[src/sv/bpa_ram.sv]
// Generic simple dual-port RAM with one write port and a registered read port.
`default_nettype none

module bpa_ram #(
  parameter int Width = 64,
  parameter int Depth = 64,
  parameter int AddrW = (Depth > 1) ? $clog2(Depth) : 1
) (
  input  wire logic             clk_i,
  input  wire logic             we_i,
  input  wire logic [AddrW-1:0] waddr_i,
  input  wire logic [Width-1:0] wdata_i,
  input  wire logic             re_i,
  input  wire logic [AddrW-1:0] raddr_i,
  output logic      [Width-1:0] rdata_o
);

  logic [Width-1:0] mem_q [Depth];
  logic [Width-1:0] rdata_q;

  always_ff @(posedge clk_i) begin
    if (we_i) begin
      mem_q[waddr_i] <= wdata_i;
    end
    if (re_i) begin
      rdata_q <= mem_q[raddr_i];
    end
  end

  assign rdata_o = rdata_q;

endmodule

`default_nettype wire

[config.mk]
export PLATFORM = sky130hd
export DESIGN_NAME = bpa_ram
export DESIGN_NICKNAME = d
export VERILOG_FILES = /design/src/sv/bpa_ram.sv
export SDC_FILE = /design/constraint.sdc
export NUM_CORES = 2
export LEC_CHECK = 0
export BUFFER_PORTS_ARGS = -buffer_cell sky130_fd_sc_hd__buf_2
export CAP_MARGIN = 15
export CORE_MARGIN = 2
export CORE_UTILIZATION = 55
export DETAILED_ROUTE_END_ITERATION = 8
export GPL_ROUTABILITY_DRIVEN = 1
export PLACE_DENSITY = 0.82
export SLEW_MARGIN = 25
export SYNTH_ARGS = -nofsm -noshare
export SYNTH_HDL_FRONTEND = slang
export SYNTH_SLANG_ARGS = --single-unit
[constraint.sdc]
create_clock -name clk_i -period 9.4 [get_ports clk_i]
set_clock_uncertainty 0.1 [all_clocks]
set_input_delay 1.88 -clock clk_i [delete_from_list [all_inputs] [get_ports clk_i]]
set_output_delay 1.88 -clock clk_i [all_outputs]
set_load 0.01 [all_outputs]
==> out/results.ini <==
[min_path]
hold_end=rdata_o[32]
hold_path.class=reg2reg
hold_start=mem_q[44][32]
worst_hold_path.num_cells=4

[floorplanning]
start_util_pct=55.2
die_x_um=538
core-area_um2=284000
pin_count=143
dieArea_um2=290000
dieHeight_um=538
row_count=196

[grt]
grt_start_max_net_pins=139
track_usage_pct=32.5
antenna_found_initial=38
grt_pass1_wl_um=655000
grt.overflow.total=0
grt_pass1_vias=83700

[sta]
fmax_mhz=198
rsz0062_at_grt=no
tns_ns=0
finalHoldViolCount=0
hold_ws_ns=0.838
slew-limit-headroom_pct=17.0
final_max_slew_viol_count=0
setup_viol=0
period_share_pct=53.6
layout_min_cycle_time_ns=5.04
worst_pin_slew_ns=1.24

[route]
drc=0
drtPass1Iterations=6
via_per_inst=7.44
postRouteAntennaNets=0
wirelength_um=475000
vias=82200
avgRoutedWirePerCell_um=43.0
drtIter0Drc=16200

[yosys]
synth_fp_nets=6677
yosysWarnings=0
syn_area_per_cell_um2=23.8
ys_ff_latch=4160
synth_cell_types=32
synth_area_um2=157000
synthCells=6598
yosysSeqAreaShare_pct=79.6

[pwr]
ir_drop_v=0.000240
leakage_nw=54.4
power_per_cell_area_nw_per_um2=217

[worst_setup_path]
cp_cell_sequence=buf_8, buf_4, buf_4, mux4_2, mux2i_1, o22ai_1, a41oi_1, a211oi_1
slowest_delay_ns=0.89
r2r_start=mem_q[12][2]
critPathMaxFanout=90
cp-start-kind=input pin
reg2reg_slack_ns=6.78
cp_data_required_time_ns=9.95
crit_family=buffers and inverters
r2r-end=rdata_o[2]
critPathKind=in2reg
critPathSlowestCell=buf_4
rr_worst_depth=5
end_kind=flip-flop
critPathBufInv=3
crit_arrival_ns=5.59
cpMostUsedCell=buf_4
cp-startpoint=raddr_i[2]

[placement]
io_buffer_count=142
gp_congestion=0.810
place_area_um2=163000
hpwl_um=214000
placedCellCount=10300

[finish]
syn_to_final_growth_pct=11.9
fin_cells=11000
final_area_um2=176000
layout_common_cells=edfxtp_1 (4160), mux4_2 (1024), clkbuf_16 (386)
utilization_pct=61.7
drive_above_1_share_pct=27.5
final_nets=7023
final_common_cell=edfxtp_1

[cts]
clock_latency_ns=0.96
cts_tree=yes
hold_buffers=0
clockBufferDepth=4
cts_sinks=4160
htree_levels=5
clk_pin_slew_worst_paths_ns=0.07
cts_setup_buffers=0
cts_buffers=380
cts_resized=0
clockRootBuffer=clkbuf_16

[status]
run_status=finished clean

[run]
maxCapViolCount=0

## through the flow
stage                     total power, mW  worst slack (ns)
after floorplan                      22.0              1.98
after global placement               22.6              3.72
after detailed placement             22.7              3.66
after CTS                            38.0              4.53
after global routing                 38.7              4.27
final                                38.1              4.36
## synthesized netlist by cell type
| library cell | number | area (um2) |
|---|---|---|
| or3b_2 | 1 | 8.76 |
| nand3b_1 | 2 | 15.0 |
| nand3_1 | 45 | 225 |
| and3_1 | 64 | 400 |
| nand4b_1 | 1 | 8.76 |
| or2_2 | 28 | 175 |
| buf_4 | 34 | 255 |
| nand2b_1 | 11 | 68.8 |
| a31oi_1 | 18 | 113 |
| clkbuf_1 | 140 | 526 |
| o221ai_1 | 38 | 333 |
| nor3_1 | 2 | 10.0 |
| nor2b_1 | 28 | 175 |
| a31o_1 | 1 | 8.76 |
| nand2_1 | 58 | 218 |
| a22o_1 | 88 | 771 |
| nor2_1 | 112 | 420 |
| nand4_1 | 2 | 12.5 |
| inv_1 | 19 | 71.3 |
| a22oi_1 | 168 | 1260 |
| mux2i_1 | 135 | 1350 |
| a211oi_1 | 63 | 473 |
| o22ai_1 | 83 | 519 |
| buf_2 | 170 | 851 |
| buf_1 | 20 | 75.1 |
| and2_1 | 3 | 18.8 |
| a2bb2oi_1 | 19 | 166 |
| mux4_2 | 1024 | 23100 |
| buf_6 | 6 | 67.6 |
| a41oi_1 | 26 | 228 |
| or3_1 | 29 | 181 |
| edfxtp_1 | 4160 | 125000 |
## state kept, by name, summed over array words and instances (netlist names)
name     cells
mem_q     4096
rdata_o     64
## logic make-up (layout without fill, tap and decap cells)
group                  Yosys count  after routing  share of synthesized area [%]
and+or+nand+nor                386            386                           1.23
DFF                           4160           4160                           79.6
AOI/OAI and AO/OA              504            504                           2.47
muxes                         1159           1159                           15.6
buffers and inverters          389           1043                           1.18
other                            0             33                              0
## where the power goes
group	switching, mW	internal [mW]	leakage (nW)
registers	0.0895	20.6	37.5
logic	1.17	0.631	11.0
clock network	7.09	8.56	5.92
total	8.35	29.8	54.4
## worst max-delay path by stage
| stage | endpoint | depth (start not counted) | slack [ns] |
|---|---|---|---|
| floorplan | mem_q[48][0] | 4 | 1.98 |
| global placement | rdata_o[46] | 7 | 3.72 |
| detailed placement | rdata_o[33] | 7 | 3.66 |
| CTS | rdata_o[48] | 8 | 4.53 |
| global route | rdata_o[39] | 8 | 4.27 |
| finish | rdata_o[21] | 8 | 4.36 |
## tightest hold or removal path: cells and delay by family, from the launching register on
kind            cells  cell delay (ns)
compound gates      1             0.06
simple gates        2             0.24
flops               1             0.31
mux                 1             0.22
## per-layer routing
layer	vias up	GRT usage [%]	routed length, um
met5	-	0	123
met2	9049	51.3	228000
met4	20	22.3	37500
met3	2128	8.71	71000
li1	29200	-	-
met1	41800	39.5	139000
## final cells by class
type                            instances  area [um2]
Sequential cell                      4160      125000
Timing Repair Buffer                  334        2920
Multi-Input combinational cell       2049       30800
Tap cell                             3762        4710
Inverter                               19        71.3
Clock buffer                          459        9930
Antenna cell                           33        82.6
Fill cell                           17000      109000
Clock inverter                        231        2240
Power figures use the tool's default switching activity.
