### config.mk
export PLATFORM = sky130hd
export DESIGN_NAME = bpa_ffz
export DESIGN_NICKNAME = d
export VERILOG_FILES = /design/src/sv/bpa_pkg.sv /design/src/sv/bpa_ffz.sv
export SDC_FILE = /design/constraint.sdc
export NUM_CORES = 1
export LEC_CHECK = 0
export BUFFER_PORTS_ARGS = -buffer_cell sky130_fd_sc_hd__buf_4
export CAP_MARGIN = 30
export CORE_ASPECT_RATIO = 1.25
export CORE_MARGIN = 5
export CORE_UTILIZATION = 37
export DETAILED_ROUTE_END_ITERATION = 16
export PLACE_DENSITY_LB_ADDON = 0.08
export SLEW_MARGIN = 20
export SYNTH_ARGS = -nofsm -noshare
export SYNTH_HDL_FRONTEND = slang
export SYNTH_SLANG_ARGS = --single-unit
### constraint.sdc
create_clock -name vclk -period 0.9
set_input_delay 0.045 -clock vclk [all_inputs]
set_output_delay 0.045 -clock vclk [all_outputs]
set_load 0.005 [all_outputs]
### src/sv/bpa_pkg.sv
// Shared types, constants and codes of the bitmap page allocator.
`default_nettype none

package bpa_pkg;

  localparam int AddrW = 40;
  localparam int WordW = 64;
  localparam int BitW = 6;

  localparam int NumPagesDef = 4096;
  localparam int PageShiftBitsDef = 12;

  localparam logic [AddrW-1:0] RegionBaseRst = 40'd4194304;

  typedef enum logic {
    OP_ALLOC = 1'b0,
    OP_FREE  = 1'b1
  } opcode_e;

  localparam logic [1:0] ST_OK    = 2'd0;
  localparam logic [1:0] ST_NOMEM = 2'd1;
  localparam logic [1:0] ST_RANGE = 2'd2;

endpackage

`default_nettype wire

### src/sv/bpa_ffz.sv
// Find-first-zero over one word of the used map.
`default_nettype none

module bpa_ffz (
  input  wire logic [bpa_pkg::WordW-1:0] word_i,
  output logic                           found_o,
  output logic      [bpa_pkg::BitW-1:0]  index_o
);

  import bpa_pkg::*;

  always_comb begin
    found_o = 1'b0;
    index_o = '0;
    // Walk downwards so that the lowest free bit wins.
    for (int i = WordW - 1; i >= 0; i--) begin
      if (!word_i[i]) begin
        found_o = 1'b1;
        index_o = BitW'(i);
      end
    end
  end

endmodule

`default_nettype wire

==> impl_metrics.env, run 1 <==
export IMPL_rows=19
export IMPL_antenna_diode_count=0
export IMPL_finalCriticalPeriod_ns=1.39
export IMPL_violations="setup timing"
export IMPL_yosys_warnings=0
export IMPL_fillerInstances=123
export IMPL_mostFrequentLayoutCell="buf_4"
export IMPL_hpwl_mm=3.17
export IMPL_crit_path_max_fanout=3
export IMPL_ys_types=33
export IMPL_netlist_area_um2=818
export IMPL_setup_viol=7
export IMPL_antenna_found_initial=0
export IMPL_hold_depth=5
export IMPL_ant_nets=0
export IMPL_cap_viol_max_count=0
export IMPL_grt_pass1_wl_mm=6.05
export IMPL_die_x_um=52.1
export IMPL_drt_wl_total_mm=4.22
export IMPL_hold_viol_final=0
export IMPL_n_clock_buffer=0
export IMPL_rsz0062_at_grt="yes"
export IMPL_nFlopsAndLatches=0
export IMPL_pre_cts_slack_ns=-0.411
export IMPL_drc_errors=0
export IMPL_slew_limit_headroom_pct=77.7
export IMPL_crit_path_start="word_i[8]"
export IMPL_synth_nets=208
export IMPL_track_usage_pct=22.4
export IMPL_vdd_ir_drop_max_mv=0.318
export IMPL_syn_area_per_cell_um2=5.68
export IMPL_avgViaCountPerCell=5.69
export IMPL_initial_core_util_pct=37.8
export IMPL_drive_above_1_share_pct=52.2
export IMPL_vias=1627
export IMPL_setup_ws_ns=-0.485
export IMPL_cp_required_ns=0.85
export IMPL_pwr_density_cell_nw_per_um2=346
export IMPL_grt_pass1_vias=1559
export IMPL_grt_max_degree=6
export IMPL_grt_overflow=0
export IMPL_cpMaxStageDelayCell="a311o_1"
export IMPL_layout_nets=321
export IMPL_routedWlPerCell_um=14.7
export IMPL_fmax_mhz=722
export IMPL_status="finished, violations left"
export IMPL_die_h_um=62.6
export IMPL_hold_class="in -> out"
export IMPL_setup_tns_ns=-2.33
export IMPL_synthCells=144
export IMPL_numPortBuffers=71
export IMPL_dp_cells=278
export IMPL_hold_buffers=0
export IMPL_final_cell_mix="buf_4, nand2_1, buf_6, nand4_1, inv_1"
export IMPL_finalMaxSlewViolations=0
export IMPL_worst_pin_slew_ns=0.333
export IMPL_cp_data_arrival_time_ns=1.34
export IMPL_gp_congestion=0.862
export IMPL_leakage_nw=0.878
export IMPL_period_share_pct=154
export IMPL_areaGrowthSynthToFinish_pct=135
export IMPL_drt_initial_drc_count=40
export IMPL_io_pins=71
export IMPL_first_pass_iters=4
export IMPL_die_area_um2=3260
export IMPL_end_kind="output pin"
export IMPL_core_area_um2=2160
export IMPL_fin_cells=286
export IMPL_worstSetupPathType="in -> out"
export IMPL_cp_cell_sequence="buf_6 > nand4_1 > or2_1 > a311o_1 > o41ai_2 > buf_4"
export IMPL_start_kind="input pin"
export IMPL_seq_area_um2=0
export IMPL_power_uw=665
export IMPL_yosysSeqAreaShare_pct=0
export IMPL_crit_end="index_o[1]"
export IMPL_crit_path_max_incr_delay_ns=0.36
export IMPL_whs_ns=0.520
[logic make-up after synthesis]
group	count (synthesis)	synth area share (%)
AOI/OAI and AO/OA	51	42.4
and+or+nand+nor	81	52.1
buffers and inverters	12	5.50
[stage by stage]
| step | utilization [%] | instance area, um^2 |
|---|---|---|
| 3_5_place_dp | 76.2 | 1650 |
| 4_1_cts | 80.5 | 1740 |
| 5_1_grt | 88.9 | 1920 |
| 2_1_floorplan | - | 836 |
| 6_report | 88.9 | 1920 |
| 3_3_place_gp | 76.2 | 1650 |
[Yosys cell counts (all sizes together)]
library cell   n  area (um^2)
nand2         23         86.3
nand4         14         93.8
inv           12         45.0
a21oi         11         55.1
o21ai         11         55.1
nand3         10         50.1
nor2           7         26.3
nor3           6         30.0
a31oi          5         31.3
nor2b          5         31.3
a21boi         4         30.0
nand2b         4         25.0
and3           3         18.8
and4           3         26.3
nor4           3         18.8
o211ai         3         22.5
a2111oi        2         17.5
a211oi         2         15.0
a311oi         2         17.5
o31ai          2         15.0
o41ai          2         25.0
a21o           1         7.51
a221oi         1         8.76
a311o          1         10.0
a41o           1         10.0
and2b          1         7.51
o2111ai        1         8.76
o221ai         1         8.76
o311ai         1         8.76
or2            1         6.26
or3            1         6.26
[power breakdown]
part / internal, mW / switching (mW) / total [mW]
logic: 0.392 / 0.273 / 0.665
clock network: 0 / 0 / 0
registers: 0 / 0 / 0
[worst max-delay path, delay by kind of cell]
kind / cells / cell delay [ns]
and+or+nand+nor: 2 / 0.36
AOI/OAI and AO/OA: 2 / 0.70
buffers and inverters: 2 / 0.24
[layer usage]
layer  track usage, %  wire (um)  up-vias
met5                0          0        -
met3             3.34        276       16
met2             45.1       2330       67
met4             5.25        151        0
li1                 -          -      798
met1             22.4       1460      746
[area by class of cell]
class | count | area, um^2 | area share (%)
Multi-Input combinational cell | 132 | 893 | 46.5
Tap cell | 31 | 38.8 | 2.02
Inverter | 12 | 45.0 | 2.34
Timing Repair Buffer | 111 | 946 | 49.2
[how the worst min path moves through the flow]
| stage | startpoint | endpoint | slack, ns |
|---|---|---|---|
| after floorplan | word_i[1] | index_o[1] | 0.21 |
| after global placement | word_i[63] | found_o | 0.54 |
| after detailed placement | word_i[1] | index_o[1] | 0.54 |
| after CTS | word_i[1] | index_o[1] | 0.54 |
| after global routing | word_i[0] | index_o[1] | 0.55 |
| final | word_i[1] | index_o[1] | 0.52 |
[repair_timing]
item / CTS / global route
buffers inserted: 3 / 5
setup endpoints to repair: 7 / 7
pin swaps: 11 / 17
gates resized for setup: 22 / 36
(Power assumes the default switching activity.)
==> run 2: changes to the inputs <==
Settings changed: REMOVE_ABC_BUFFERS from default to 1, SETUP_SLACK_MARGIN from default to 0.5.
==> run 2 against run 1 <==
Utilization shrank 1.4 points. Largest power group unchanged. Die area stayed put. Clock-buffer cell count is the same. Largest cell class unchanged. The flow still finishes with violations (setup timing). Critical path depth unchanged. Setup slack improved by 0.021 ns. Non-clock buffer count rose by 3. Cell count is 1.0% higher. Total power is 1.8% lower.
==> impl_metrics.env, run 2 (same netlist as run 1, synthesis figures left out) <==
export IMPL_finalCriticalPeriod_ns=1.36
export IMPL_fin_util_pct=87.4
export IMPL_violations="setup timing"
export IMPL_grt_pass1_vias=1694
export IMPL_hold_viol_final=0
export IMPL_cp_required_ns=0.85
export IMPL_vias=1669
export IMPL_core_area_um2=2160
export IMPL_worst_pin_slew_ns=0.350
export IMPL_final_area_um2=1890
export IMPL_antenna_diode_count=0
export IMPL_final_cell_mix="buf_4, nand2_1, buf_6, nand4_1, inv_1"
export IMPL_end_kind="output pin"
export IMPL_hold_buffers=0
export IMPL_status="finished, violations left"
export IMPL_pwr_density_cell_nw_per_um2=345
export IMPL_areaGrowthSynthToFinish_pct=131
export IMPL_pre_cts_slack_ns=-0.468
export IMPL_vdd_ir_drop_max_mv=0.259
export IMPL_io_pins=71
export IMPL_setup_viol=7
export IMPL_multi_input_area_um2=885
export IMPL_layout_nets=324
export IMPL_track_usage_pct=24.4
export IMPL_die_x_um=52.1
export IMPL_drc_errors=0
export IMPL_rows=19
export IMPL_hpwl_mm=3.36
export IMPL_mostFrequentLayoutCell="buf_4"
export IMPL_gp_congestion=0.808
export IMPL_whs_ns=0.569
export IMPL_cp_data_arrival_time_ns=1.32
export IMPL_antenna_found_initial=0
export IMPL_setup_ws_ns=-0.464
export IMPL_power_uw=654
export IMPL_fmax_mhz=733
export IMPL_drt_wl_total_mm=4.46
export IMPL_ant_nets=0
export IMPL_initial_core_util_pct=37.8
export IMPL_slew_limit_headroom_pct=76.4
export IMPL_first_pass_iters=4
export IMPL_grt_overflow=0
export IMPL_crit_path_max_fanout=2
export IMPL_grt_max_degree=6
export IMPL_drt_initial_drc_count=55
export IMPL_drive_above_1_share_pct=52.7
export IMPL_hold_class="in -> out"
export IMPL_grt_pass1_wl_mm=6.57
export IMPL_numPortBuffers=71
export IMPL_die_h_um=62.6
export IMPL_rsz0062_at_grt="yes"
export IMPL_routedWlPerCell_um=15.4
export IMPL_period_share_pct=152
export IMPL_cap_viol_max_count=0
export IMPL_fillerInstances=132
export IMPL_die_area_um2=3260
export IMPL_nFlopsAndLatches=0
export IMPL_finalMaxSlewViolations=0
export IMPL_start_kind="input pin"
export IMPL_dpl_instance_area_um2=1690
export IMPL_seq_area_um2=0
export IMPL_n_clock_buffer=0
export IMPL_avgViaCountPerCell=5.78
export IMPL_leakage_nw=0.852
export IMPL_worstSetupPathType="in -> out"
run 2: cell types whose count changed in the layout (fill, tap and decap cells not counted), moves of 2 or more:
cell and change:
buf_4 +12, buf_6 -6, buf_8 -3, nand2_1 +2, nand3_4 +2, o31ai_2 +2
run 2: area by class of cell:
cell class                      instances  share of cell area, %
Inverter                               12                   2.38
Timing Repair Buffer                  114                   48.8
Multi-Input combinational cell        132                   46.8
Tap cell                               31                   2.05
run 2: where the power goes:
part           total, mW  switching (mW)  internal, mW
combinational      0.654           0.274         0.380
clock                  0               0             0
sequential             0               0             0
run 2: metal layers:
layer	wire length, um	global-route usage (%)	up-vias
met5	0	0	-
met2	2530	50.2	60
met1	1650	24.8	798
met4	68	6.23	0
li1	-	-	803
met3	217	0.955	8
run 2: final timing paths:
path | from | to | slack [ns] | cells past startpoint
max | word_i[13] | index_o[1] | -0.46 | 6
min | word_i[1] | index_o[1] | 0.57 | 5
run 2: critical path: stages:
cell and delay (ns):
buf_4 0.09, nand4_1 0.10, or2_1 0.26, a311o_1 0.29, o41ai_2 0.37, buf_4 0.17
run 2: stage by stage:
step                TNS (ns)  instances
floorplan             -0.301        144
global placement       -2.61        286
detailed placement     -2.71        286
CTS                    -2.29        288
global route           -3.14        289
finish                 -2.63        289
run 2: timing repair:
action | in CTS | in global routing
pin swaps | 11 | 7
resized for setup | 32 | 16
setup buffers | 2 | 1
endpoints found under the setup margin | 7 | 7
